**src/glh_pkg.sv**
```systemverilog
// Shared types and constants for the grey-level histogram block.
// Depends on nothing; imported by every module of the block.
package glh_pkg;

	localparam int BinCount = 256;
	localparam int IdxW     = 8;
	localparam int CntW     = 17;
	localparam int OpW      = 2;

	localparam logic [CntW-1:0] CNT_MAX = {CntW{1'b1}};

	// opcode encodings on the input stream
	localparam logic [OpW-1:0] OP_COUNT      = 2'd0;
	localparam logic [OpW-1:0] OP_READ       = 2'd1;
	localparam logic [OpW-1:0] OP_READ_CLEAR = 2'd2;

	// stream tdata widths (fields packed from bit 0, padded to bytes)
	localparam int InDataW  = 16;
	localparam int OutDataW = 32;

	// classified command passed from front to back
	typedef struct packed {
		logic [OpW-1:0]  op;
		logic [IdxW-1:0] idx;
	} cmd_t;

	// queue status seen by the front and the top level
	typedef struct packed {
		logic full;
		logic empty;
	} q_stat_t;

endpackage

```
**src/glh_front.sv**
```systemverilog
// Front end: accepts input requests, decodes the opcode and drops unused codes.
// Depends on glh_pkg; feeds glh_queue.
module glh_front import glh_pkg::*; (
	input  logic                 clk,
	input  logic                 arst_n,
	input  logic                 s_tvalid,
	output logic                 s_tready,
	input  logic [InDataW-1:0]   s_tdata,   // [1:0] opcode, [9:2] pixel_value
	output logic                 cmd_vld,
	output cmd_t                 cmd,
	input  logic                 q_ready
);

	logic            cmd_vld_q;
	cmd_t            cmd_q;
	logic [OpW-1:0]  in_op;
	logic [IdxW-1:0] in_idx;
	logic            op_ok;

	assign in_op  = s_tdata[OpW-1:0];
	assign in_idx = s_tdata[OpW+IdxW-1:OpW];

	// decode: only the three defined opcodes go on to the back end
	assign op_ok = in_op inside {OP_COUNT, OP_READ, OP_READ_CLEAR};

	assign s_tready = !cmd_vld_q || q_ready;
	assign cmd_vld  = cmd_vld_q;
	assign cmd      = cmd_q;

	// holding register for one decoded request
	always_ff @(posedge clk or negedge arst_n) begin
		if (!arst_n) begin
			cmd_vld_q <= 1'b0;
		end else if (s_tvalid && s_tready) begin
			cmd_vld_q <= op_ok;
		end else if (q_ready) begin
			cmd_vld_q <= 1'b0;
		end
	end

	always_ff @(posedge clk) begin
		if (s_tvalid && s_tready) begin
			cmd_q.op  <= in_op;
			cmd_q.idx <= in_idx;
		end
	end

endmodule

```
**config.mk**
```make
export PLATFORM = sky130hd
export DESIGN_NAME = glh_front
export DESIGN_NICKNAME = d
export VERILOG_FILES = /design/src/glh_pkg.sv /design/src/glh_front.sv
export SDC_FILE = /design/constraint.sdc
export NUM_CORES = 1
export LEC_CHECK = 0
export ABC_AREA = 1
export BUFFER_PORTS_ARGS = -buffer_cell sky130_fd_sc_hd__buf_2
export CAP_MARGIN = 20
export CORE_AREA = 2 2 39 41
export CTS_CLUSTER_DIAMETER = 40
export DETAILED_ROUTE_END_ITERATION = 10
export DIE_AREA = 0 0 41 43
export PLACE_DENSITY = 0.58
export REMOVE_ABC_BUFFERS = 1
export SETUP_SLACK_MARGIN = 0.3
export SLEW_MARGIN = 25
export SYNTH_ARGS = -nofsm -noshare
export SYNTH_HDL_FRONTEND = slang
export SYNTH_SLANG_ARGS = --single-unit
```
**constraint.sdc**
```tcl
create_clock -name clk -period 1.8 [get_ports clk]
set_input_delay 0.36 -clock clk [delete_from_list [all_inputs] [get_ports clk]]
set_output_delay 0.36 -clock clk [all_outputs]
set_load 0.05 [all_outputs]
```
==> After elaboration in Yosys (flattened, before gate mapping) <==
Cells that the tools add are included.
{ "word_totals": {"input_bits": 20, "wordCells": 13, "out_inout_bits": 12, "register_bits": 11} }
{ "op_classes": {"eq_ne": 2, "muxes": 2, "n_reduce_logical": 6} }
{ "ops": {"columns": ["cell", "n"], "rows": [
  ["$reduce_bool 3->1", 1],
  ["$eq 2x1->1 const B", 1],
  ["$eq 2x2->1 const B", 1],
  ["$logic_not 2->1", 1],
  ["$mux 1", 2],
  ["$reduce_bool 2->1", 1],
  ["$logic_and 1x1->1", 1],
  ["$logic_not 1->1", 1],
  ["$logic_or 1x1->1", 1]
]} }

==> Longest topological paths before layout <==
{ "depth": {"depth_word": 4, "mapped_depth": 3, "mapped_depth_nobuf": 3} }

==> Worst setup path before layout <==
Ideal clock, no wire load.
{ "synth_path": {"kind": "flip-flop to flip-flop", "from": "register cmd_vld_q (netlist: cmd_vld)", "to": "register cmd_q, in the netlist cmd[0], enable pin", "t_arrival_ps": 1209, "synth_period_minus_slack_ps": 1589, "setup_ps": 380, "path_stages_with_launch": 2, "required_time_ps": 1420, "n_path_buf": 0, "setup_slack_ps": 211, "path_cell_list": "dfrtp_1 > a21oi_1"} }
{ "synth_between": {"elab_chain_len": 3} }
{ "synth_lines": {"columns": ["item", "line", "source"], "rows": [
  ["start, declared", "glh_front.sv:14", "logic cmd_vld_q;"],
  ["start signal, assigned", "glh_front.sv:35", "cmd_vld_q <= op_ok;"],
  ["$logic_not 1->1", "glh_front.sv:26", "assign s_tready = !cmd_vld_q || q_ready;"],
  ["$logic_or 1x1->1", "glh_front.sv:26", null],
  ["$logic_and 1x1->1", "glh_front.sv:42", "if (s_tvalid && s_tready) begin"],
  ["end, declared", "glh_front.sv:15", "cmd_t cmd_q;"]
]} }
No other way between the ends.
A chain may end at the register's enable or synchronous reset.

==> Worst setup path after layout <==
{ "layout_path": {"from": "register cmd_vld_q (netlist: cmd_vld)", "to": "output port s_tready"} }
{ "layout_between": {"elab_chain_len": 2} }
{ "layout_lines": {"columns": ["item", "line", "source"], "rows": [
  ["$logic_not 1->1", "glh_front.sv:26", null],
  ["$logic_or 1x1->1", "glh_front.sv:26", null],
  ["end, declared", "glh_front.sv:7", "output logic s_tready,"]
]} }
No other way between the ends.

==> summary.txt <==
Cells and area
  • Nets: 71
  • Area grow syn2layout: 55.3%
  • Filler instances: 138
  • Post-route cell area: 552 um2
  • N_diodes: 0
  • Share of layout cells above drive strength 1: 62.0%

Drt
  • TritonRoute pass-1 iters: 1
  • DR WL/cell: 9.70 um
  • Vias: 251
  • WL final: 640 um
  • Drt drc: 0
  • Via density: 3.80
  • Number of DRC markers in iteration 0: 0
  • Post-route ant nets: 0

Placed design
  • Placed cell area: 515 um2
  • Port Buffers: 25
  • Post-DP HPWL: 515 um
  • Gpl congestion: 0.602

Die
  • Effective utilization at floorplan: 25.7%
  • Core Rows: 14
  • IO Pins: 32
  • Core Box Area: 1380 um2
  • Die X: 41 um
  • Die ar.: 1760 um2
  • Die Ht: 43 um

Power and ir drop
  • Power Dens Cells: 1030 nW/um2
  • LEAKAGE: 0.000258 uW
  • Worst vdd ir: 0.329 mV

Worst hold path
  • Hold depth: 1
  • Hold Path Class: in -> reg

Yosys
  • Yosys top cell by area: edfxtp_1
  • Top cells by area, synth: edfxtp_1, dfrtp_1, nand2_1, inv_1, nand2_2
  • Top cell types by occurrence after synthesis: edfxtp_1, nand2_1, inv_1
  • Top-count cell post-synth: edfxtp_1
  • Post-Synthesis Cell Area: 355 um2
  • Flops & latches, synth: 11
  • Synth unique cells: 6
  • Yosys warnings: 0
  • Top_reg_cell synth: edfxtp_1
  • Seq/Total Area, Yosys: 91.5%
  • Async set or reset register ratio after synthesis: 9.09%
  • Synth top area share: 84.5%
  • Number of synthesized flops with an enable pin: 10
  • Gate Count Post-Synth: 18
  • Syn Area/Cell: 19.7 um2

STA
  • Fin crit share: 75.2%
  • Final setup violation count: 0
  • Count of pins over their slew limit: 0
  • Worst clock skew: 0.00249 ns
  • Final hold viol count: 0
  • Min cycle time layout: 1.35 ns
  • Slew HR: 83.2%
  • TNS Setup: 0 ns
  • RSZ-0062 raised after global routing: no
  • FMAX: 738 MHz
  • Tightest Pin Transition: 0.254 ns

Setup path
  • Delay-heaviest family, CP: flip-flops
  • CP max FO: 3
  • Critical Path RT: 1.44 ns
  • Stages on worst setup path: 2
  • R2R depth: 2
  • Worst path bufs/invs: 1
  • Crit path DAT: 0.99 ns
  • Critical Path End Type: output pin
  • Setup CP Type: reg -> out
  • Critical path, cell by cell: nand2_2 -> buf_2
  • Crit path largest cell delay: 0.40 ns
  • Nature of the critical path startpoint: flip-flop
  • Slowest-stage cell, CP: dfrtp_1

Clock network
  • H-tree Lvls: 1
  • CTS tree: yes
  • CTS Buf Count: 3
  • Post-CTS Resized: 0
  • Clock Tree Root: clkbuf_4
  • Clk pin slew, worst setup/hold paths: 0.07 ns
  • Sink Count: 11
  • Worst-Skew Late Latency: 0.26 ns
  • Clock Tree Buf Depth: 2

GRT
  • Total gr overflow: 0
  • Initial antenna violation count: 0
  • Largest net degree at the start of global routing: 7
  • First-pass GRT wire length: 959 um
  • Vias in the first global route: 266
  • Total GRT Usage: 9.03%

Flow run
  • Max-cap violations: 0

Run status
  • Status: finished clean
-- through the flow --
stage | setup WS (ns) | hold slack [ns] | util, % | std cells | power (uW)
2_1_floorplan | 0.211 | 0.0644 | - | 18 | 378
3_3_place_gp | 0.649 | 0.136 | 37.3 | 61 | 413
3_5_place_dp | 0.649 | 0.137 | 37.3 | 61 | 414
4_1_cts | 0.428 | 0.265 | 39.9 | 66 | 581
5_1_grt | 0.411 | 0.260 | 39.9 | 66 | 600
6_report | 0.446 | 0.277 | 39.9 | 66 | 568
-- sequential cells by signal (all words and copies together), names as in the netlist --
name     count
cmd         10
cmd_vld      1
-- where the power goes --
group          switching (uW)  internal (uW)
logic                    78.6           28.5
registers                4.20            297
clock network            74.0           85.5
-- worst register-to-register path, cell delays in order (launching register included) --
cell	delay, ns
dfrtp_1	0.40
a21oi_1	0.20
buf_4	0.18
-- cells in the final DEF (no fill, tap or decap) --
master	netlist	layout
buf_2	0	25
edfxtp_1	10	10
nand2_1	3	3
clkbuf_4	0	3
inv_1	2	2
buf_4	0	2
a21oi_1	1	1
nand2_2	1	1
clkbuf_1	0	1
dfrtp_1	1	1
dlygate4sd3_1	0	1
-- final timing paths --
path	to	slack [ns]	from
max in group asynchronous	cmd_vld	1.32	arst_n
max	s_tready	0.45	cmd_vld
min	cmd[3]	0.28	s_tdata[5]
max reg2reg	cmd[0]	0.73	cmd_vld
min reg2reg	cmd_vld	0.53	cmd_vld
min in group asynchronous	cmd_vld	0.40	arst_n
-- logic make-up after synthesis --
kind of cell	after synthesis	share of synthesized area (%)
DFF	11	91.5
buffers and inverters	2	2.11
AOI/OAI and AO/OA	1	1.41
and+or+nand+nor	4	4.93
-- repair_timing --
item,in CTS,in global routing
endpoints found under the hold margin,1,0
endpoints found under the setup margin,0,0
buffers inserted,0,0
hold buffers,1,0
-- layer usage --
| layer | vias to the layer above | part of all wire [%] | global-route usage, % |
|---|---|---|---|
| met4 | 0 | 0 | 10.0 |
| met2 | 24 | 39 | 12.2 |
| li1 | 126 | - | - |
| met5 | - | 0 | 0 |
| met3 | 0 | 17 | 3.14 |
| met1 | 101 | 44 | 9.66 |
-- final cells by class --
class                   instances  area [um2]  area share, %
repair buffers                 28         150           27.2
inverters                       2        7.51           1.36
clock buffers                   4        26.3           4.76
well taps                      16        20.0           3.63
multi-input cells               5        22.5           4.08
flip-flops and latches         11         325           59.0
(Power assumes the default switching activity.)
