<file path="src/glh_pkg.sv">
// Shared types and constants for the grey-level histogram block.
// Depends on nothing; imported by every module of the block.
package glh_pkg;

	localparam int BinCount = 256;
	localparam int IdxW     = 8;
	localparam int CntW     = 17;
	localparam int OpW      = 2;

	localparam logic [CntW-1:0] CNT_MAX = {CntW{1'b1}};

	// opcode encodings on the input stream
	localparam logic [OpW-1:0] OP_COUNT      = 2'd0;
	localparam logic [OpW-1:0] OP_READ       = 2'd1;
	localparam logic [OpW-1:0] OP_READ_CLEAR = 2'd2;

	// stream tdata widths (fields packed from bit 0, padded to bytes)
	localparam int InDataW  = 16;
	localparam int OutDataW = 32;

	// classified command passed from front to back
	typedef struct packed {
		logic [OpW-1:0]  op;
		logic [IdxW-1:0] idx;
	} cmd_t;

	// queue status seen by the front and the top level
	typedef struct packed {
		logic full;
		logic empty;
	} q_stat_t;

endpackage

</file>
<file path="src/glh_queue.sv">
// Small FIFO of decoded commands between the front and back ends.
// Depends on glh_pkg; DEPTH comes from the top level.
module glh_queue import glh_pkg::*; #(
	parameter int DEPTH = 4
) (
	input  logic    clk,
	input  logic    arst_n,
	input  logic    push,
	input  cmd_t    push_cmd,
	input  logic    pop,
	output cmd_t    head,
	output q_stat_t stat
);

	localparam int PtrW = $clog2(DEPTH);
	localparam int CntQW = $clog2(DEPTH + 1);
	localparam logic [PtrW-1:0]  PTR_LAST = PtrW'(DEPTH - 1);
	localparam logic [CntQW-1:0] CNT_FULL = CntQW'(DEPTH);

	cmd_t             entry_q [DEPTH];
	logic [PtrW-1:0]  wr_ptr_q;
	logic [PtrW-1:0]  rd_ptr_q;
	logic [CntQW-1:0] count_q;
	logic             do_push;
	logic             do_pop;

	assign stat.full  = (count_q == CNT_FULL);
	assign stat.empty = (count_q == '0);
	assign do_push    = push && !stat.full;
	assign do_pop     = pop && !stat.empty;
	assign head       = entry_q[rd_ptr_q];

	// pointers and fill level
	always_ff @(posedge clk or negedge arst_n) begin
		if (!arst_n) begin
			wr_ptr_q <= '0;
			rd_ptr_q <= '0;
			count_q  <= '0;
		end else begin
			if (do_push) begin
				wr_ptr_q <= (wr_ptr_q == PTR_LAST) ? '0 : wr_ptr_q + 1'b1;
			end
			if (do_pop) begin
				rd_ptr_q <= (rd_ptr_q == PTR_LAST) ? '0 : rd_ptr_q + 1'b1;
			end
			case ({do_push, do_pop})
				2'b10:   count_q <= count_q + 1'b1;
				2'b01:   count_q <= count_q - 1'b1;
				default: count_q <= count_q;
			endcase
		end
	end

	// storage
	always_ff @(posedge clk) begin
		if (do_push) begin
			entry_q[wr_ptr_q] <= push_cmd;
		end
	end

endmodule

</file>
<file path="config.mk">
export PLATFORM = sky130hd
export DESIGN_NAME = glh_queue
export DESIGN_NICKNAME = d
export VERILOG_FILES = /design/src/glh_pkg.sv /design/src/glh_queue.sv
export SDC_FILE = /design/constraint.sdc
export NUM_CORES = 1
export LEC_CHECK = 0
export ABC_AREA = 1
export BUFFER_PORTS_ARGS = -buffer_cell sky130_fd_sc_hd__buf_4
export CORE_MARGIN = 2
export CORE_UTILIZATION = 45
export DETAILED_ROUTE_END_ITERATION = 6
export PLACE_DENSITY_LB_ADDON = 0.05
export REMOVE_ABC_BUFFERS = 1
export SETUP_SLACK_MARGIN = 0.3
export SLEW_MARGIN = 10
export SYNTH_ARGS = -nofsm -noshare
export SYNTH_HDL_FRONTEND = slang
export SYNTH_SLANG_ARGS = --single-unit
</file>
<file path="constraint.sdc">
create_clock -name clk -period 1.5 [get_ports clk]
set_input_delay 0.075 -clock clk [delete_from_list [all_inputs] [get_ports clk]]
set_output_delay 0.075 -clock clk [all_outputs]
set_load 0.05 [all_outputs]
</file>
==> Word-level counts from Yosys, hierarchy flattened <==
Memory sizes are Yosys's and may differ from the RTL's.
Cells that the tools add are included.
{ "classes": {"add_sub_neg": 4, "mux": 5, "n_reduce_logical": 6, "eq_ne": 5} }
{ "op_table": {"columns": ["cell", "count"], "rows": [
  ["2-bit equality test (second input constant)", 3],
  ["3-bit case mux with 2 select lines", 1],
  ["2-bit by 1-bit adder with 2-bit output (second input constant)", 2],
  ["2-bit 2-to-1 mux", 2],
  ["3-bit by 1-bit adder with 3-bit output (second input constant)", 1],
  ["3-bit equality test (second input constant)", 1],
  ["3-bit logical NOT", 1],
  ["3-bit by 1-bit subtractor with 3-bit output (second input constant)", 1],
  ["2-bit by 1-bit equality test with 1-bit output (second input constant)", 1],
  ["1-bit logical AND", 2],
  ["1-bit logical NOT", 2],
  ["1-bit 2-to-1 mux", 2],
  ["2-bit nonzero test", 1]
]} }
{ "word_totals": {"word_cells": 24, "ram_bits": 40, "input_bits": 14, "mem_count": 1, "reg_bits": 7, "output_inout_bits": 12} }
{ "memory_table": {"columns": ["memory", "words", "width", "read_ports", "rd_clocked_by_memory_dff", "write_ports", "line", "source"], "rows": [
  ["entry_q", 4, 10, 1, 0, 1, "glh_queue.sv:20", "cmd_t entry_q [DEPTH];"]
]} }

==> Longest topological paths before layout <==
{ "logic_depth": {"ltp_word": 5, "ltp_mapped": 12} }

==> Worst setup path before layout <==
No wires, ideal clock.
{ "synth_path": {"kind": "reg2reg", "from": "register count_q[0]", "to": "register count_q[2]", "arrival_ns": 1.512, "slack_ns": -0.129, "setup_ns": 0.117, "path_stages_with_launch": 11, "path_cell_list": "dfrtp_1 inv_2 nand3_2 nand2_2 ha_1 inv_1 fa_1 nand2_1 nand3_1 nand2_1 nand2_1"} }
{ "synth_between": {"elab_chain_len": 5, "elab_cells_between_ends": 12, "cone_classes": "2 x add/sub; 3 x eq/ne; 1 x mux; 6 x reduce/logical"} }
{ "synth_rtl": {"columns": ["element", "line", "source"], "rows": [
  ["start: declaration", "glh_queue.sv:23", "logic [CntQW-1:0] count_q;"],
  ["start signal: assignment", "glh_queue.sv:47", "2'b10: count_q <= count_q + 1'b1;"],
  ["start signal: assignment", "glh_queue.sv:48", "2'b01: count_q <= count_q - 1'b1;"],
  ["start signal: assignment", "glh_queue.sv:49", "default: count_q <= count_q;"],
  ["3-bit equality test / 3-bit logical NOT (equally long branches)", "glh_queue.sv:27, glh_queue.sv:28", null],
  ["1-bit logical NOT (on tied branches)", "glh_queue.sv:29, glh_queue.sv:30", null],
  ["1-bit logical AND (on tied branches)", "glh_queue.sv:29, glh_queue.sv:30", null],
  ["2-bit by 1-bit equality test with 1-bit output / 2-bit equality test (equally long branches)", "glh_queue.sv:46", "case ({do_push, do_pop})"],
  ["3-bit case mux with 2 select lines / 2-bit nonzero test (equally long branches)", null, null]
]} }
Several ways; a longest one is shown, not always the timed one.
A chain may end at the register's enable or synchronous reset.

==> Final worst setup path <==
{ "layout_path": {"from": "register count_q[1]", "to": "register count_q[1]"} }
{ "layout_between": {"elab_chain_len": 5, "elab_cells_between_ends": 12, "cone_classes": "2 x add/sub; 3 x eq/ne; 1 x mux; 6 x reduce/logical"} }
{ "layout_rtl": {"columns": ["element", "line", "source"], "rows": [
  ["3-bit logical NOT *", "glh_queue.sv:28", "assign stat.empty = (count_q == '0);"],
  ["1-bit logical NOT *", "glh_queue.sv:30", "assign do_pop = pop && !stat.empty;"],
  ["1-bit logical AND *", "glh_queue.sv:30", null],
  ["via do_pop", "glh_queue.sv:25", "logic do_pop;"],
  ["2-bit by 1-bit equality test with 1-bit output / 2-bit equality test (equally long branches)", "glh_queue.sv:46", null],
  ["3-bit case mux with 2 select lines / 2-bit nonzero test (equally long branches)", null, null]
]} }
Mark *: on every way through the listed nets, which the timed path passes. The rest lies on a longest branch.

==> impl_metrics.toml <==
[hold_path]
hold_path_depth = 3
hp-class = "in2reg"
hold_end = "wr_ptr_q[0]"
hold_path.startpoint = "push"

[global_routing]
grt_pass1_vias = 1524
grt_usage_pct = 19.3
grt_pass1_wl_um = 7330
grt_max_degree = 17
antenna_found_initial = 0
grt_overflow = 0

[run_status]
violations = "setup timing"
status = "complete, but fails checks"

[power]
power_uw = 6650
p_per_area_nw_per_um2 = 2170
irDropWorstVdd_uv = 1510
p_leak_uw = 0.00131

[logic_synthesis]
yosysTopAreaCell = "edfxtp_1"
synth.top_cell.area_share_pct = 57.3
syn_area_um2 = 2100
ys_seq_area_share_pct = 65.7
synth-edff-count = 40
synthFlopType = "edfxtp_1"
synth.distinct_cells = 19
synthArstFlopShare_pct = 14.9
synth_area_per_cell_um2 = 11.8
netlist_instances = 177
yosys-top-cells-area = "edfxtp_1, dfrtp_1, nand2_1"
ys_ff_latch = 47
synth_warnings = 0

[run]
maxCapViolCount = 0

[clocking]
insertion_delay_ns = 0.30
cts_buffers = 5
clkTransAtPathRegs_ns = 0.08
cts_tree = "done"
cts-root-buf = "clkbuf_8"
clock-sinks = 47
clock_path_buffers = 2
htreeDepth = 2

[setup_path]
critPathLaunchType = "register"
reg2reg_slack_ns = -0.12
rr_startpoint = "count_q[1]"
crit_family = "adder cells"
ff2ff_path_depth = 8
end_kind = "register"
crit_cells = 8
cp.arrival_ns = 1.85
path_cells = "inv_2 > nand3_4 > nand2_4 > inv_4 > ha_4 > inv_2 > fa_2 > o21ai_2"
crit_required_ns = 1.73
path_buf_inv = 3
cpPeakStageDelay_ns = 0.44
cpMostUsedCell = "inv_2"
crit_fanout = 3
regToRegEndpoint = "count_q[1]"
crit_path_top_delay_cell = "fa_2"
crit_type = "reg2reg"

[placement]
dp_cells = 264
dpl.hpwl_um = 2570
gp_congestion = 0.697
portBuffers = 25

[timing]
clock.fmax_ghz = 0.618
worst_pin_slew_ns = 0.294
clock_skew_ns = 0.00739
hold_viol_final = 0
setup_tns_ns = -0.370
maxSlewHeadroom_pct = 80.4
fin_ws_ns = -0.118
holdWs_ns = 0.0440
setup_viol = 8
maxSlewViolCount = 0
fin_crit_sh_pct = 108
rsz0062_at_grt = "true"
finalCriticalPeriod_ns = 1.62

[die]
die-height_um = 72.2
ios = 26
core-area_um2 = 4410
dieArea_um2 = 5220
dieWidth_um = 72.2
start_util_pct = 47.5
rows = 24

[layout]
layout-drive-gt1-share_pct = 41.0
area_growth_pct = 46.3
fin_cells = 301
final_cell_mix = "edfxtp_1, nand2_1, inv_1, buf_6, buf_4"
n_fill_cell = 336
layout_commonest_cell = "edfxtp_1"
nets = 269
utilization_pct = 69.4
antenna_cells = 0

[routing]
wl_um = 4580
drt_iter0_markers = 112
drc = 0
num_vias = 1483
ant_nets = 0
dr.pass1.iters = 4
vias_per_cell = 4.93
wire_per_inst_um = 15.2
## synthesized netlist by cell type, types with 2 or more instances
master,number
dfrtp_1,7
nor2_1,6
nand2_1,44
nand3_2,2
ha_1,6
nand3_1,5
inv_1,34
o211ai_1,17
inv_2,2
buf_6,4
o211ai_2,3
edfxtp_1,40
## per-layer routing
metal	GRT usage [%]	wire, um
met5	0	0
met4	5.66	55
met3	4.17	116
met2	34.4	2500
met1	23.5	1910
## worst reg2reg max path, cell delays in order (launching register included)
cell and delay, ns:
dfrtp_1 0.40, inv_2 0.13, nand3_4 0.11, nand2_4 0.08
inv_4 0.04, ha_4 0.15, inv_2 0.07, fa_2 0.44
o21ai_2 0.14
## flip-flops by register name, summed over array words and instances, names as in the netlist
register,cells
entry_q,40
count_q,3
rd_ptr_q,2
wr_ptr_q,2
## area by class of cell
cell class	instances	area (um^2)	area share [%]
sequential	47	1380	45.0
timing repair buffer	69	733	23.9
multi-input combinational	88	651	21.2
inverter	36	144	4.69
clock buffer	6	72.6	2.37
tap	52	65.1	2.12
clock inverter	2	12.5	0.408
timing repair inverter	1	7.51	0.245
## report_power, final
group | switching, uW | total [uW] | internal (uW)
clock network | 398 | 723 | 326
registers | 207 | 1960 | 1750
logic | 2230 | 3970 | 1740
## repair_timing
item	in CTS	in global routing
endpoints found under the setup margin	55	57
setup buffers	6	5
resized for setup	55	26
cloned	6	1
hold buffers	11	0
endpoints found under the hold margin	47	0
pin swaps	14	27
## stage by stage
| step | instance area (um^2) | setup WS [ns] |
|---|---|---|
| final | 3070 | -0.118 |
| after global routing | 3070 | -0.184 |
| after CTS | 2900 | -0.0951 |
| after detailed placement | 2420 | -0.178 |
| after global placement | 2420 | -0.0787 |
| after floorplan | 2030 | -0.129 |
## how the worst max path moves through the flow
stage / end / slack [ns] / startpoint
global route: count_q[1] / -0.18 / count_q[1]
detailed placement: count_q[2] / -0.18 / count_q[1]
CTS: count_q[2] / -0.1 / count_q[1]
floorplan: count_q[2] / -0.13 / count_q[0]
finish: count_q[1] / -0.12 / count_q[1]
global placement: count_q[2] / -0.08 / count_q[1]
## kinds of logic (layout without fill, tap and decap cells)
| logic type | after synthesis | after routing | synth area share, % |
|---|---|---|---|
| simple gates | 59 | 59 | 11.7 |
| compound gates | 21 | 21 | 8.12 |
| xor+xnor | 1 | 1 | 0.418 |
| buf+inv | 42 | 114 | 9.55 |
| fa+ha+maj | 7 | 7 | 4.54 |
| flops | 47 | 47 | 65.7 |
(Power assumes the default switching activity.)
