<file path="src/glh_pkg.sv">
// Shared types and constants for the grey-level histogram block.
// Depends on nothing; imported by every module of the block.
package glh_pkg;

	localparam int BinCount = 256;
	localparam int IdxW     = 8;
	localparam int CntW     = 17;
	localparam int OpW      = 2;

	localparam logic [CntW-1:0] CNT_MAX = {CntW{1'b1}};

	// opcode encodings on the input stream
	localparam logic [OpW-1:0] OP_COUNT      = 2'd0;
	localparam logic [OpW-1:0] OP_READ       = 2'd1;
	localparam logic [OpW-1:0] OP_READ_CLEAR = 2'd2;

	// stream tdata widths (fields packed from bit 0, padded to bytes)
	localparam int InDataW  = 16;
	localparam int OutDataW = 32;

	// classified command passed from front to back
	typedef struct packed {
		logic [OpW-1:0]  op;
		logic [IdxW-1:0] idx;
	} cmd_t;

	// queue status seen by the front and the top level
	typedef struct packed {
		logic full;
		logic empty;
	} q_stat_t;

endpackage

</file>
<file path="src/glh_back.sv">
// Back end: bin memory, read-modify-write with forwarding, result register.
// Depends on glh_pkg; fed by glh_queue.
module glh_back import glh_pkg::*; (
	input  logic                clk,
	input  logic                arst_n,
	input  logic                q_vld,
	input  cmd_t                q_cmd,
	output logic                q_pop,
	output logic                m_tvalid,
	input  logic                m_tready,
	output logic [OutDataW-1:0] m_tdata   // [7:0] bin_index, [24:8] bin_count
);

	logic [CntW-1:0] mem [BinCount];
	logic [BinCount-1:0] bin_vld_q;

	logic            vld_s1;
	cmd_t            cmd_s1;
	logic [CntW-1:0] rd_data_s1;
	logic            rd_vld_s1;

	logic            fwd_vld_q;
	logic [IdxW-1:0] fwd_idx_q;
	logic [CntW-1:0] fwd_val_q;

	logic            out_vld_q;
	logic [IdxW-1:0] out_idx_q;
	logic [CntW-1:0] out_cnt_q;

	logic            needs_out;
	logic            retire;
	logic            load;
	logic            wr_en;
	logic [CntW-1:0] cur;
	logic [CntW-1:0] nxt;

	// current bin value: last write wins over the registered memory read
	always_comb begin
		if (fwd_vld_q && fwd_idx_q == cmd_s1.idx) begin
			cur = fwd_val_q;
		end else if (rd_vld_s1) begin
			cur = rd_data_s1;
		end else begin
			cur = '0;
		end
	end

	// update value per opcode
	always_comb begin
		case (cmd_s1.op)
			OP_COUNT:      nxt = (cur == CNT_MAX) ? cur : cur + 1'b1;
			OP_READ_CLEAR: nxt = '0;
			default:       nxt = cur;
		endcase
	end

	assign needs_out = (cmd_s1.op != OP_COUNT);
	assign retire    = vld_s1 && (!needs_out || !out_vld_q || m_tready);
	assign load      = q_vld && (!vld_s1 || retire);
	assign q_pop     = load;
	assign wr_en     = retire && (cmd_s1.op != OP_READ);

	// stage control and write forwarding
	always_ff @(posedge clk or negedge arst_n) begin
		if (!arst_n) begin
			vld_s1    <= 1'b0;
			fwd_vld_q <= 1'b0;
			bin_vld_q <= '0;
		end else begin
			if (load) begin
				vld_s1 <= 1'b1;
			end else if (retire) begin
				vld_s1 <= 1'b0;
			end
			if (wr_en) begin
				fwd_vld_q            <= 1'b1;
				bin_vld_q[cmd_s1.idx] <= 1'b1;
			end
		end
	end

	// memory port and stage payload
	always_ff @(posedge clk) begin
		if (wr_en) begin
			mem[cmd_s1.idx] <= nxt;
			fwd_idx_q       <= cmd_s1.idx;
			fwd_val_q       <= nxt;
		end
		if (load) begin
			cmd_s1     <= q_cmd;
			rd_data_s1 <= mem[q_cmd.idx];
			rd_vld_s1  <= bin_vld_q[q_cmd.idx];
		end
	end

	// result register
	always_ff @(posedge clk or negedge arst_n) begin
		if (!arst_n) begin
			out_vld_q <= 1'b0;
		end else if (retire && needs_out) begin
			out_vld_q <= 1'b1;
		end else if (m_tready) begin
			out_vld_q <= 1'b0;
		end
	end

	always_ff @(posedge clk) begin
		if (retire && needs_out) begin
			out_idx_q <= cmd_s1.idx;
			out_cnt_q <= cur;
		end
	end

	assign m_tvalid = out_vld_q;
	assign m_tdata  = {{(OutDataW - CntW - IdxW){1'b0}}, out_cnt_q, out_idx_q};

endmodule

</file>
<file path="config.mk">
export PLATFORM = sky130hd
export DESIGN_NAME = glh_back
export DESIGN_NICKNAME = d
export VERILOG_FILES = /design/src/glh_pkg.sv /design/src/glh_back.sv
export SDC_FILE = /design/constraint.sdc
export NUM_CORES = 2
export LEC_CHECK = 0
export BUFFER_PORTS_ARGS = -buffer_cell sky130_fd_sc_hd__buf_2
export CAP_MARGIN = 20
export CORE_MARGIN = 3
export CORE_UTILIZATION = 48
export DETAILED_ROUTE_END_ITERATION = 7
export GPL_TIMING_DRIVEN = 0
export PLACE_DENSITY_LB_ADDON = 0.15
export SLEW_MARGIN = 20
export SYNTH_ARGS = -nofsm -noshare
export SYNTH_HDL_FRONTEND = slang
export SYNTH_MEMORY_MAX_BITS = 65536
export SYNTH_SLANG_ARGS = --single-unit
</file>
<file path="constraint.sdc">
create_clock -name clk -period 21.9 [get_ports clk]
set_input_delay 1.095 -clock clk [delete_from_list [all_inputs] [get_ports clk]]
set_output_delay 1.095 -clock clk [all_outputs]
set_load 0.02 [all_outputs]
</file>
---- Yosys cells after proc, flatten, opt, wreduce, memory -nomap -nowiden ----
Memories as Yosys holds them, arrays and structs flattened. A register that Yosys moved wholly into a read port is not among the register bits.
Index checks and enable logic that the tools add are counted.
cells by class
  add/sub/neg operators ................... 1
  magnitude comparators ................... 3
  equality and inequality tests ........... 4
  multiplexer cells ....................... 14
  bitwise operators ....................... 1
  reduce and logical (&&, ||, !) cells .... 16
operator list
  cell                                                  number
  OR 256 bit                                            1
  2-to-1 mux 17 bit                                     3
  one-hot mux 17 bit (2 select lines)                   1
  < comparator 8 x 9 -> 1 bit (second input constant)   2
  adder 17 x 1 -> 17 bit (second input constant)        1
  equality test 17 bit (second input constant)          1
  binary-select mux 1 bit (select 8 bit)                1
  demux 1 bit (select 8 bit)                            1
  equality test 8 bit                                   1
  >= comparator 8 x 1 -> 1 bit (second input constant)  1
  2-to-1 mux 1 bit                                      8
  logical AND 1 bit                                     6
  nonzero test 2 bit                                    3
  logical NOT 1 bit                                     3
  logical OR 1 bit                                      3
  equality test 2 bit (second input constant)           1
  logical NOT 2 bit                                     1
  != test 2 x 1 -> 1 bit (second input constant)        1
word-level totals
  flip-flop bits (word level) ............. 320
  RAM bits ................................ 4352
  bits of input ports ..................... 14
  output and inout port bits .............. 34
  word-level logic and storage cells ...... 51
  memories kept ........................... 1
memory list
  memory  depth  width  read ports  clocked after Yosys merged registers in  wr ports  RTL line        RTL
  mem     256    17     1           1                                        1         glh_back.sv:14  logic [CntW-1:0] mem [BinCount];

---- Logic depth before layout (Yosys ltp) ----
  depth after elaboration ................. 8
  depth in mapped cells ................... 16
  depth with buffers taken out ............ 11

---- Least setup slack after synthesis ----
Ideal clock, no wire load.
  path kind ............................... flip-flop to flip-flop
  from .................................... register cmd_s1[3] (netlist name)
  to ...................................... register fwd_val_q[10] (data pin)
  setup time .............................. 2.319 ns
  arrival ................................. 13.214 ns
  data required time ...................... 19.581 ns
  slack ................................... 6.367 ns
  stages on the path, launching flop included .. 13
  buffers on the path ..................... 3
  clock period less this slack ............ 15.533 ns
  cell sequence ........................... edfxtp_1 clkbuf_1 xnor2_1 nand3_1 nor3_2 buf_2 mux2i_1 ha_1 clkbuf_1 nand4_1 mux2_2 a41o_1 a221oi_1
on the way
  cells in the longest elaborated chain, start to end .. 6
  elaborated cells between the ends (all ways) .. 7
  those cells by class .................... add/sub: 1; eq/ne: 2; mux: 3; reduce/logical: 1
RTL lines
  element                                                                RTL line        RTL
  start: declaration                                                     glh_back.sv:18  cmd_t cmd_s1;
  start signal: assignment                                               glh_back.sv:90  cmd_s1 <= q_cmd;
  equality test 8 bit *                                                  glh_back.sv:39  if (fwd_vld_q && fwd_idx_q == cmd_s1.idx) begin
  logical AND 1 bit *                                                    glh_back.sv:39
  2-to-1 mux 17 bit *                                                    glh_back.sv:39
  adder 17 x 1 -> 17 bit / equality test 17 bit (equally long branches)  glh_back.sv:51  OP_COUNT: nxt = (cur == CNT_MAX) ? cur : cur + 1'b1;
  2-to-1 mux 17 bit                                                      glh_back.sv:51
  one-hot mux 17 bit (2 select lines) *                                  glh_back.sv:50  case (cmd_s1.op)
  named net nxt[10]                                                      glh_back.sv:35  logic [CntW-1:0] nxt;
  end signal: assignment                                                 glh_back.sv:87  fwd_val_q <= nxt;
  end: declaration                                                       glh_back.sv:24  logic [CntW-1:0] fwd_val_q;
Mark *: on every way through the listed nets, which the timed path passes. The rest lies on a longest branch.
A chain may end at the register's enable or synchronous reset.

---- Final worst setup path ----
  from .................................... register cmd_s1[3] (netlist name)
  to ...................................... memory mem[10][4] (data pin)
on the way
  cells in the longest elaborated chain, start to end .. 6
  elaborated cells between the ends (all ways) .. 7
  those cells by class .................... add/sub: 1; eq/ne: 2; mux: 3; reduce/logical: 1
RTL lines
  element                                                                RTL line        RTL
  equality test 8 bit *                                                  glh_back.sv:39
  logical AND 1 bit *                                                    glh_back.sv:39
  2-to-1 mux 17 bit *                                                    glh_back.sv:39
  named net cur[1]                                                       glh_back.sv:34  logic [CntW-1:0] cur;
  adder 17 x 1 -> 17 bit / equality test 17 bit (equally long branches)  glh_back.sv:51
  2-to-1 mux 17 bit *                                                    glh_back.sv:51
  one-hot mux 17 bit (2 select lines) *                                  glh_back.sv:50
  named net nxt[4]                                                       glh_back.sv:35
  end: declaration                                                       glh_back.sv:14
Marked as above.

==> summary.md <==
| Metric | Value |
|---|---|
| Status | `finished clean` |
| Placer congestion estimate | `1.02` |
| Post-synth cell types | `48` |
| Power Internal | `14900 uW` |
| DR iter-0 viols | `12.8k` |
| Register area share after synthesis | `78.2%` |
| Vias | `91.2k` |
| Wire per inst | `36.9 um` |
| Cell Chain, Critical Path | `clkbuf_1, xnor2_1, nand3_1, nor3_2, buf_4, buf_6, nand2_1, o21ai_1, ha_1, clkbuf_1, nand4_1, mux2_2, buf_2, nand4_1, mux2i_1, o21ai_4, buf_12, buf_16, buf_12, buf_16, buf_8` |
| Gr usage total | `28.0%` |
| IO Port Bufs | `40` |
| Worst IR drop on VDD | `77.0 uV` |
| Setup TNS | `0 ns` |
| Slowest-stage cell, CP | `edfxtp_1` |
| Post-synth top area share | `74.6%` |
| Reg clk slew, reported paths | `0.06 ns` |
| Post-CTS Resized | `0` |
| Ys async rst share | `5.52%` |
| Syn_area_per_cell | `22.1 um2` |
| RSZ-0062 raised after global routing | `false` |
| Buffer depth of the longest clock path | `4` |
| Switching part of the total | `22.2%` |
| WP data required | `22.73 ns` |
| Power per cell area | `91.6 mW/mm2` |
| Largest stage delay, worst path | `0.79 ns` |
| NumNets Final | `9033` |
| Synth area leader | `edfxtp_1` |
| HP Class | `input port to flop` |
| Mapped Cells | `8073` |
| CP endpoint kind | `flop` |
| Critical path launch point type | `flop` |
| Initial cell density of the core | `48.3%` |
| Post-route ant nets | `0` |
| Max_cap viols | `0` |
| Power, Total | `19200 uW` |
| Highest clock rate | `147 MHz` |
| Psw | `4270 uW` |
| Crit Path Class | `flop to flop` |
| Min Tclk post-route | `6.79 ns` |
| I/O pins | `48` |
| Final Hold Vio Count | `0` |
| Antenna violations before repair | `27` |
| Commonest non-fill, non-tap cell in the layout | `edfxtp_1` |
| WL final | `531 mm` |
| Overflow after GRT | `0` |
| Worst-Margin Slew | `1.28 ns` |
| Filler Cell Count | `27.2k` |
| Most frequent cells in the layout | `edfxtp_1 (4430), mux4_2 (1152), a22oi_1 (576)` |
| Layout cells sized above 1 | `32.7%` |
| Max-slew violations | `0` |
| Pre-CTS setup slack | `15.40 ns` |
| Largest fanout on the critical path | `22` |
| Vias in the first global route | `91.0k` |
| Final setup fails | `0` |
| Main area contributors after synthesis | `edfxtp_1 (75%), mux4_2 (15%), dfrtp_1 (3.6%)` |
| Final period util | `31.0%` |
| Cell Rows | `223` |
| H-tree depth | `5` |
| Leakage power | `0.0677 uW` |
| Post-synthesis sequential element count | `4689` |
| CTS Buf Count | `474` |
| Number of vias per cell | `6.33` |
| Final Util | `56.8%` |
| Synth warn | `0` |
| Share of total power in combinational logic | `6.5%` |
| CTS tree | `yes` |
| Clock share of power | `41.6%` |
| Drt first pass iters | `6` |
| EDFF count, synth | `4430` |
| Synth-to-layout area growth | `17.6%` |
| Die height | `616 um` |
| CTS sink count | `4689` |
| Residual DRC count | `0` |
| Final hold slack | `0.269 ns` |
| Die X | `616 um` |
| Global-route wire length before repair | `736 mm` |
| Data arrival, critical path | `7.62 ns` |
| Dpl hpwl | `378 mm` |
| Main synth FF type | `edfxtp_1` |
| Clk_skew | `0.0948 ns` |
| Core ar. | `0.369 mm2` |
| Largest net degree at the start of global routing | `71` |
| Skew-Pair Late Insertion Delay | `1.06 ns` |
| Rel. slew slack | `13.2%` |
| Sequential share of power | `51.9%` |
| Die area | `0.379 mm2` |
| Worst setup margin | `15.11 ns` |
| Synthesized area | `0.178 mm2` |
| CTS Root Cell | `clkbuf_16` |
## cell type report
cell class / count / area, um2 / share of cell area (%)
diodes: 24 / 60.1 / 0.0286
plain buffers: 503 / 2390 / 1.14
clock buffers: 612 / 12800 / 6.12
clock inverters: 272 / 2500 / 1.19
inverters: 14 / 52.6 / 0.0250
multi-input cells: 2873 / 38400 / 18.3
flip-flops and latches: 4689 / 140000 / 66.5
well taps: 4950 / 6190 / 2.95
repair buffers: 463 / 7880 / 3.76
## cells by family (layout without fill, tap and decap cells)
family / Yosys count / after routing / share of synthesized area [%]
adders and majority gates: 1 / 1 / 0.00701
and+or+nand+nor: 637 / 637 / 1.75
muxes: 1186 / 1186 / 14.7
buffers and inverters: 517 / 1864 / 1.29
xor gates and xnor gates: 8 / 8 / 0.0393
DFF: 4689 / 4689 / 78.2
AOI/OAI and AO/OA: 1034 / 1034 / 3.97
other: 1 / 31 / 0.00210
## sequential cells by signal, summed over array words and instances (netlist names)
name        cells
m_tvalid        1
rd_vld_s1       1
bin_vld_q     256
cmd_s1         10
fwd_idx_q       8
mem          4352
rd_data_s1     17
vld_s1          1
fwd_vld_q       1
fwd_val_q      17
out_cnt_q      17
out_idx_q       8
## power by group through the flow
| stage | Clock [uW] | Sequential [uW] | Combinational [uW] |
|---|---|---|---|
| finish | 7990 | 9960 | 1250 |
| global route | 8460 | 9960 | 1300 |
| CTS | 8090 | 9960 | 1240 |
| detailed placement | 0 | 10200 | 1240 |
| global placement | 0 | 10500 | 1020 |
| floorplan | 0 | 10300 | 558 |
## per-stage QoR
step                cell area (um2)  cells
finish                       210000  14400
global route                 210000  14400
CTS                          210000  14400
detailed placement           194000  13500
global placement             185000  13100
floorplan                    178000   8079
## routing by layer
metal  GRT usage [%]  up-vias  wire [um]
met3            6.77      872      50800
met5               0        -         38
met2            42.8     4428     247000
li1                -    36200          -
met4            11.3        6      24900
met1            39.1    49700     208000
## what timing repair did
action | 4_1_cts | 5_1_grt
endpoints found under the hold margin | 16 | 0
hold buffers | 1 | 0
buffers inserted | 0 | 0
## Yosys cell counts, types with 14 or more instances
cell / n
or2_2: 194
nand3_1: 17
inv_1: 14
buf_4: 40
dfrtp_1: 259
mux2i_1: 27
nand2_1: 65
a21oi_1: 292
nand4_1: 29
buf_1: 51
o21ai_0: 16
mux4_2: 1152
a22oi_1: 576
buf_2: 102
clkbuf_1: 299
o41ai_1: 72
nor2_1: 282
edfxtp_1: 4430
o21bai_1: 64
nor2b_1: 16
## final timing paths
check | startpoint | end | slack, ns | depth (start not counted)
worst max-delay path | cmd_s1[3] | mem[10][4] | 15.11 | 21
worst min register to register | bin_vld_q[117] | bin_vld_q[117] | 0.46 | 1
max in group asynchronous | arst_n | bin_vld_q[24] | 20.20 | 4
worst max register to register | cmd_s1[3] | mem[10][4] | 15.11 | 21
worst min-delay path | q_cmd[8] | cmd_s1[8] | 0.27 | 1
min in group asynchronous | arst_n | bin_vld_q[232] | 0.52 | 2
## worst max-delay path, delay by kind of cell (launching register included)
kind / cells / cell delay (ns)
adders and majority gates: 1 / 0.26
muxes: 2 / 0.50
xor gates and xnor gates: 1 / 0.17
buffers and inverters: 10 / 2.61
AOI/OAI and AO/OA: 2 / 1.19
DFF: 1 / 0.79
and+or+nand+nor: 5 / 0.94
(Power assumes the default switching activity.)
